**src/rtl/core/rbfk_pkg.sv**
```systemverilog
`default_nettype none

package rbfk_pkg;

    // Store geometry.
    localparam int MAX_POINTS = 64;
    localparam int MAX_DIMS   = 8;

    localparam int PIDX_W = (MAX_POINTS > 1) ? $clog2(MAX_POINTS) : 1;
    localparam int CNT_W  = $clog2(MAX_POINTS + 1);
    localparam int DIM_W  = (MAX_DIMS > 1) ? $clog2(MAX_DIMS) : 1;
    localparam int SUM_W  = 53 + $clog2(MAX_DIMS);

    // Field widths.
    localparam int COORD_W = 24;
    localparam int VAL_W   = 24;
    localparam int IDX_W   = 6;
    localparam int NDIM_W  = 4;

    // Configuration register indexes.
    localparam logic [1:0] REG_SIGNAL_VARIANCE = 2'd0;
    localparam logic [1:0] REG_INV_TWO_LEN_SQ  = 2'd1;
    localparam logic [1:0] REG_NUM_DIMS        = 2'd2;

    localparam logic [16:0] LOG2E_Q16  = 17'd94548;
    localparam logic [13:0] NUGGET_Q16 = 14'd6554;

    // Per-entry bookkeeping that travels with a column through the pipeline.
    typedef struct packed {
        logic              vld;
        logic [PIDX_W-1:0] row;
        logic [PIDX_W-1:0] col;
        logic              last;
        logic              full;
    } meta_t;

    typedef struct packed {
        meta_t            m;
        logic [SUM_W-1:0] sum;
    } tok_t;

    typedef struct packed {
        meta_t            m;
        logic [VAL_W-1:0] cov;
    } res_t;

    // 2^(-k/16) in Q.24 for k = 0 .. 16.
    function automatic logic [24:0] pow2_tab(input logic [4:0] k);
        logic [24:0] v;
        unique case (k)
            5'd0:    v = 25'd16777216;
            5'd1:    v = 25'd16065917;
            5'd2:    v = 25'd15384775;
            5'd3:    v = 25'd14732511;
            5'd4:    v = 25'd14107901;
            5'd5:    v = 25'd13509772;
            5'd6:    v = 25'd12937002;
            5'd7:    v = 25'd12388516;
            5'd8:    v = 25'd11863283;
            5'd9:    v = 25'd11360319;
            5'd10:   v = 25'd10878679;
            5'd11:   v = 25'd10417458;
            5'd12:   v = 25'd9975792;
            5'd13:   v = 25'd9552851;
            5'd14:   v = 25'd9147842;
            5'd15:   v = 25'd8760003;
            default: v = 25'd8388608;
        endcase
        return v;
    endfunction

endpackage

`default_nettype wire

```
**src/rtl/core/rbfk_cell.sv**
```systemverilog
`default_nettype none

// One coordinate lane: holds one coordinate of every stored point and of
// the current point, adds its squared difference to the passing sum.
module rbfk_cell
    import rbfk_pkg::*;
(
    input  wire logic                clk,
    input  wire logic                rst_n,
    input  wire logic                adv,
    input  wire logic                wr_en,
    input  wire logic                cur_we,
    input  wire logic [PIDX_W-1:0]   wr_addr,
    input  wire logic [COORD_W-1:0]  wr_data,
    input  wire logic                active,
    input  wire tok_t                tok_in,
    output tok_t                     tok_out
);

    logic [COORD_W-1:0] bank [MAX_POINTS];
    logic [COORD_W-1:0] rd_reg;
    logic [COORD_W-1:0] cur_reg;
    tok_t               tok_a_reg;
    tok_t               tok_b_reg;
    logic [49:0]        sq_reg;
    logic signed [24:0] diff;
    logic signed [49:0] sq_full;

    // Coordinate bank, read one column per cycle while the pipeline advances.
    always_ff @(posedge clk)
    begin
        if (wr_en)
        begin
            bank[wr_addr] <= wr_data;
        end
        if (adv)
        begin
            rd_reg <= bank[tok_in.m.col];
        end
    end

    // Coordinate of the point being completed.
    always_ff @(posedge clk)
    begin
        if (cur_we)
        begin
            cur_reg <= wr_data;
        end
    end

    assign diff    = $signed({rd_reg[COORD_W-1], rd_reg}) - $signed({cur_reg[COORD_W-1], cur_reg});
    assign sq_full = diff * diff;

    // Two stages: bank read, then square.
    always_ff @(posedge clk or negedge rst_n)
    begin
        if (!rst_n)
        begin
            tok_a_reg <= '0;
            tok_b_reg <= '0;
            sq_reg    <= '0;
        end
        else if (adv)
        begin
            tok_a_reg <= tok_in;
            tok_b_reg <= tok_a_reg;
            sq_reg    <= active ? 50'(unsigned'(sq_full)) : 50'd0;
        end
    end

    // Hand the grown sum to the next lane.
    always_comb
    begin
        tok_out     = tok_b_reg;
        tok_out.sum = tok_b_reg.sum + SUM_W'(sq_reg);
    end

endmodule

`default_nettype wire

```
**config.mk**
```make
export PLATFORM = sky130hd
export DESIGN_NAME = rbfk_cell
export DESIGN_NICKNAME = d
export VERILOG_FILES = /design/src/rtl/core/rbfk_pkg.sv /design/src/rtl/core/rbfk_cell.sv
export SDC_FILE = /design/constraint.sdc
export NUM_CORES = 2
export LEC_CHECK = 0
export ABC_AREA = 1
export BUFFER_PORTS_ARGS = -buffer_cell sky130_fd_sc_hd__buf_2
export CAP_MARGIN = 20
export CORE_MARGIN = 2
export CORE_UTILIZATION = 55
export DETAILED_ROUTE_END_ITERATION = 6
export PLACE_DENSITY_LB_ADDON = 0.1
export SYNTH_ARGS = -nofsm -noshare
export SYNTH_HDL_FRONTEND = slang
export SYNTH_SLANG_ARGS = --single-unit
```
**constraint.sdc**
```tcl
create_clock -name clk -period 10.65 [get_ports clk]
set_clock_uncertainty 0.1 [all_clocks]
set_input_delay 2.13 -clock clk [delete_from_list [all_inputs] [get_ports clk]]
set_output_delay 2.13 -clock clk [all_outputs]
set_load 0.01 [all_outputs]
```
==> impl_results.rst <==
.. list-table::
   :header-rows: 1

   * - Metric
     - Value
   * - Result of the run
     - finished, violations left
   * - Failing checks
     - DRC
   * - Biggest cell delay along the critical path
     - 0.76 ns
   * - Number of buffers added by the clock tree synthesis step
     - 182
   * - Number of buffers on the longest clock path
     - 3
   * - Actual transition at the worst max-transition pin
     - 1.11 ns
   * - Stages on worst setup path
     - 36
   * - Clock root buffer
     - sky130_fd_sc_hd__clkbuf_16
   * - Wirelength per Cell
     - 24.6 um
   * - Destination of the worst register-to-register timing path
     - sq_reg[46]
   * - Cells after synthesis
     - 8871
   * - Number of max-cap violations
     - 0
   * - Final count of hold timing violations
     - 0
   * - Via total after detailed routing
     - 67300
   * - Post-cts sizing count
     - 0
   * - Clock insertion delay at the later pin of the skew report
     - 0.84 ns
   * - Overall routing resource usage
     - 31.6%
   * - Proportion of layout cells with a drive suffix above 1
     - 7.82%
   * - Synth warnings
     - 0
   * - Largest net degree at the start of global routing
     - 191
   * - Via count of the first global-routing pass
     - 66500
   * - Time the final worst path needs with I/O delays and setup
     - 9.26 ns
   * - Final cycle utilization of the critical path
     - 86.9%
   * - Required arrival time at the worst endpoint
     - 11.27 ns
   * - Total of flip-flops plus latches after synthesis
     - 1775
   * - CORE AREA
     - 173000 sq um
   * - Kind of path behind the tightest hold check
     - reg2reg
   * - Top delay family on crit path
     - adder cells
   * - Initial core utilization
     - 55.2%
   * - Setup TNS
     - 0 ns
   * - Post-synth cell types
     - 44
   * - TritonCTS clock tree
     - built
   * - Top post-synthesis cells by area
     - sky130_fd_sc_hd__edfxtp_1 50%, sky130_fd_sc_hd__fa_1 13%, sky130_fd_sc_hd__nand2_1 5.1%, sky130_fd_sc_hd__dfrtp_1 5.0%, sky130_fd_sc_hd__nor2_1 4.9%
   * - Area growth from synthesis to layout
     - 9.70%
   * - Quantity of I/O buffers inserted on ports
     - 177
   * - End point of the critical path
     - sq_reg[46]
   * - Startpoint types
     - flop
   * - Reg-to-reg startpoint
     - rd_reg[0]
   * - Capturing element type of the critical path
     - flop
   * - Flop-to-flop setup slack
     - 1.39 ns
   * - Post-CTS Setup Bufs
     - 0
   * - First element of the critical path
     - rd_reg[0]
   * - Number of remaining DRC errors
     - 2
   * - Highest attainable clock frequency
     - 108 MHz
   * - Normalized max-slew margin
     - 26.1%
   * - Proportion of netlist area held by the largest area contributor
     - 49.7%
   * - DRT iter0 DRCs
     - 7191
   * - Final count of pins violating max slew
     - 0
   * - Net count of the finished layout
     - 9878
   * - Residual antenna-violating net count after detailed routing
     - 0
   * - Critical path data arrival time
     - 9.88 ns
   * - Total of endpoints with negative setup slack in the final report
     - 0
   * - Setup repair after global routing missed its margin
     - no
   * - Wire length of the first global-routing pass
     - 419000 um
   * - GPL Wtd Cong
     - 0.964
   * - Clock sink count
     - 1775
   * - Number of levels the H-tree was split into
     - 4
   * - Row cnt
     - 153
   * - Total half-perimeter wirelength after legalization and detailed placement
     - 178000 um
   * - TritonRoute pass-1 iters
     - 7
   * - Max reg flops
     - 1536
   * - Buffers and inverters on the worst path
     - 7
   * - Most repeated library cell on the critical path
     - sky130_fd_sc_hd__nand2_1
   * - Worst-path maximum fanout
     - 24
   * - Setup CP Type
     - reg2reg
   * - Clock slew at the register clock pins of the worst setup and hold paths
     - 0.06 ns
   * - Nets in the synthesized netlist
     - 9806
   * - Number of antenna violations at the first check in global routing
     - 5
   * - Fraction of registers with async set/reset
     - 10.8%
   * - Post-synthesis cell type with the largest combined area
     - sky130_fd_sc_hd__edfxtp_1
   * - Post-synthesis cell area
     - 95700 sq um
   * - Most frequently used flop master after synthesis
     - sky130_fd_sc_hd__edfxtp_1
   * - Width of the die
     - 421 um
   * - Die Ht
     - 421 um
   * - Via density per instance
     - 5.90
   * - Global route total overflow
     - 0
   * - Top cell types by occurrence after synthesis
     - 1584 x sky130_fd_sc_hd__edfxtp_1, 1294 x sky130_fd_sc_hd__nand2_1, 1245 x sky130_fd_sc_hd__nor2_1, 1057 x sky130_fd_sc_hd__inv_1, 927 x sky130_fd_sc_hd__o21ai_0
   * - Most repeated cell in the gate-level netlist after synthesis
     - sky130_fd_sc_hd__edfxtp_1
   * - Number of hold buffers added after CTS
     - 0
   * - Count of flip-flops with a built-in enable after synthesis
     - 1584
   * - FF-to-FF path depth
     - 36
   * - Synthesized area per cell
     - 10.8 sq um
   * - I/O pins
     - 178
   * - Routed WL
     - 281000 um
   * - Portion of the post-synthesis area used by sequential elements
     - 54.7%
   * - DIE AREA
     - 177000 sq um
   * - Library cell contributing the largest single delay on the critical path
     - sky130_fd_sc_hd__fa_1
==> layout make-up <==
class | count | area, sq um
Fill cell | 14100 | 68300
Sequential cell | 1775 | 52300
Multi-Input combinational cell | 5577 | 37600
Clock buffer | 228 | 4820
Inverter | 1074 | 4060
Tap cell | 2325 | 2910
Timing Repair Buffer | 333 | 2220
Clock inverter | 103 | 998
Antenna cell | 3 | 7.51
==> how the worst min path moves through the flow <==
stage               slack, ns          start  cells past startpoint       endpoint
finish                   0.37  tok_a_reg[42]                      2  tok_a_reg[42]
global placement         0.35    tok_out[70]                      2    tok_out[70]
detailed placement       0.35    tok_out[70]                      2    tok_out[70]
floorplan                0.34  tok_a_reg[48]                      2  tok_a_reg[48]
CTS                      0.37    tok_out[70]                      2    tok_out[70]
global route             0.39  tok_a_reg[32]                      2  tok_a_reg[32]
==> worst reg2reg max path: cells and delay by family, from the launching register on <==
kind	cells	cell delay (ns)
adder cells (fa/ha/maj)	10	4.86
flip-flops	1	0.36
AND/OR/NAND/NOR	19	2.61
buffers and inverters	7	1.20
==> cell usage in the layout, fill, tap and decap left out, types with 177 or more instances in the layout <==
cell type                      n
sky130_fd_sc_hd__edfxtp_1   1584
sky130_fd_sc_hd__nand2_1    1294
sky130_fd_sc_hd__nor2_1     1189
sky130_fd_sc_hd__inv_1      1054
sky130_fd_sc_hd__o21ai_0     927
sky130_fd_sc_hd__fa_1        607
sky130_fd_sc_hd__nand3_1     305
sky130_fd_sc_hd__o22ai_1     239
sky130_fd_sc_hd__ha_1        221
sky130_fd_sc_hd__o211ai_1    194
sky130_fd_sc_hd__dfrtp_1     191
sky130_fd_sc_hd__clkbuf_16   184
sky130_fd_sc_hd__a21oi_1     177
==> kinds of logic after synthesis <==
logic type | Yosys count | synth area share, %
compound gates | 1725 | 10.5
fa+ha+maj | 828 | 15.6
simple gates | 2970 | 12.4
buf+inv | 1519 | 6.20
flops | 1775 | 54.7
xor+xnor | 54 | 0.569
==> metrics by stage <==
stage               std cells  worst slack [ns]  instance area, sq um  util (%)  hold slack (ns)
floorplan                8871              2.85                 95700         -            0.342
global placement        11100              1.57                 99100      57.2            0.354
detailed placement      11100              1.44                 99100      57.2            0.355
CTS                     11400              1.37                105000      60.6            0.369
global route            11400             0.857                105000      60.6            0.388
finish                  11400              1.39                105000      60.6            0.368
==> routing by layer <==
metal,up-vias,GRT usage [%],part of all wire [%]
li1,30300,-,-
met1,33500,43.1,40
met2,2965,50.7,47
met3,591,4.55,7.9
met4,2,13.9,4.8
met5,-,0,0.0025
Power is not shown: default switching activity piles up to over one toggle a cycle in this logic, so the estimate is an artifact.
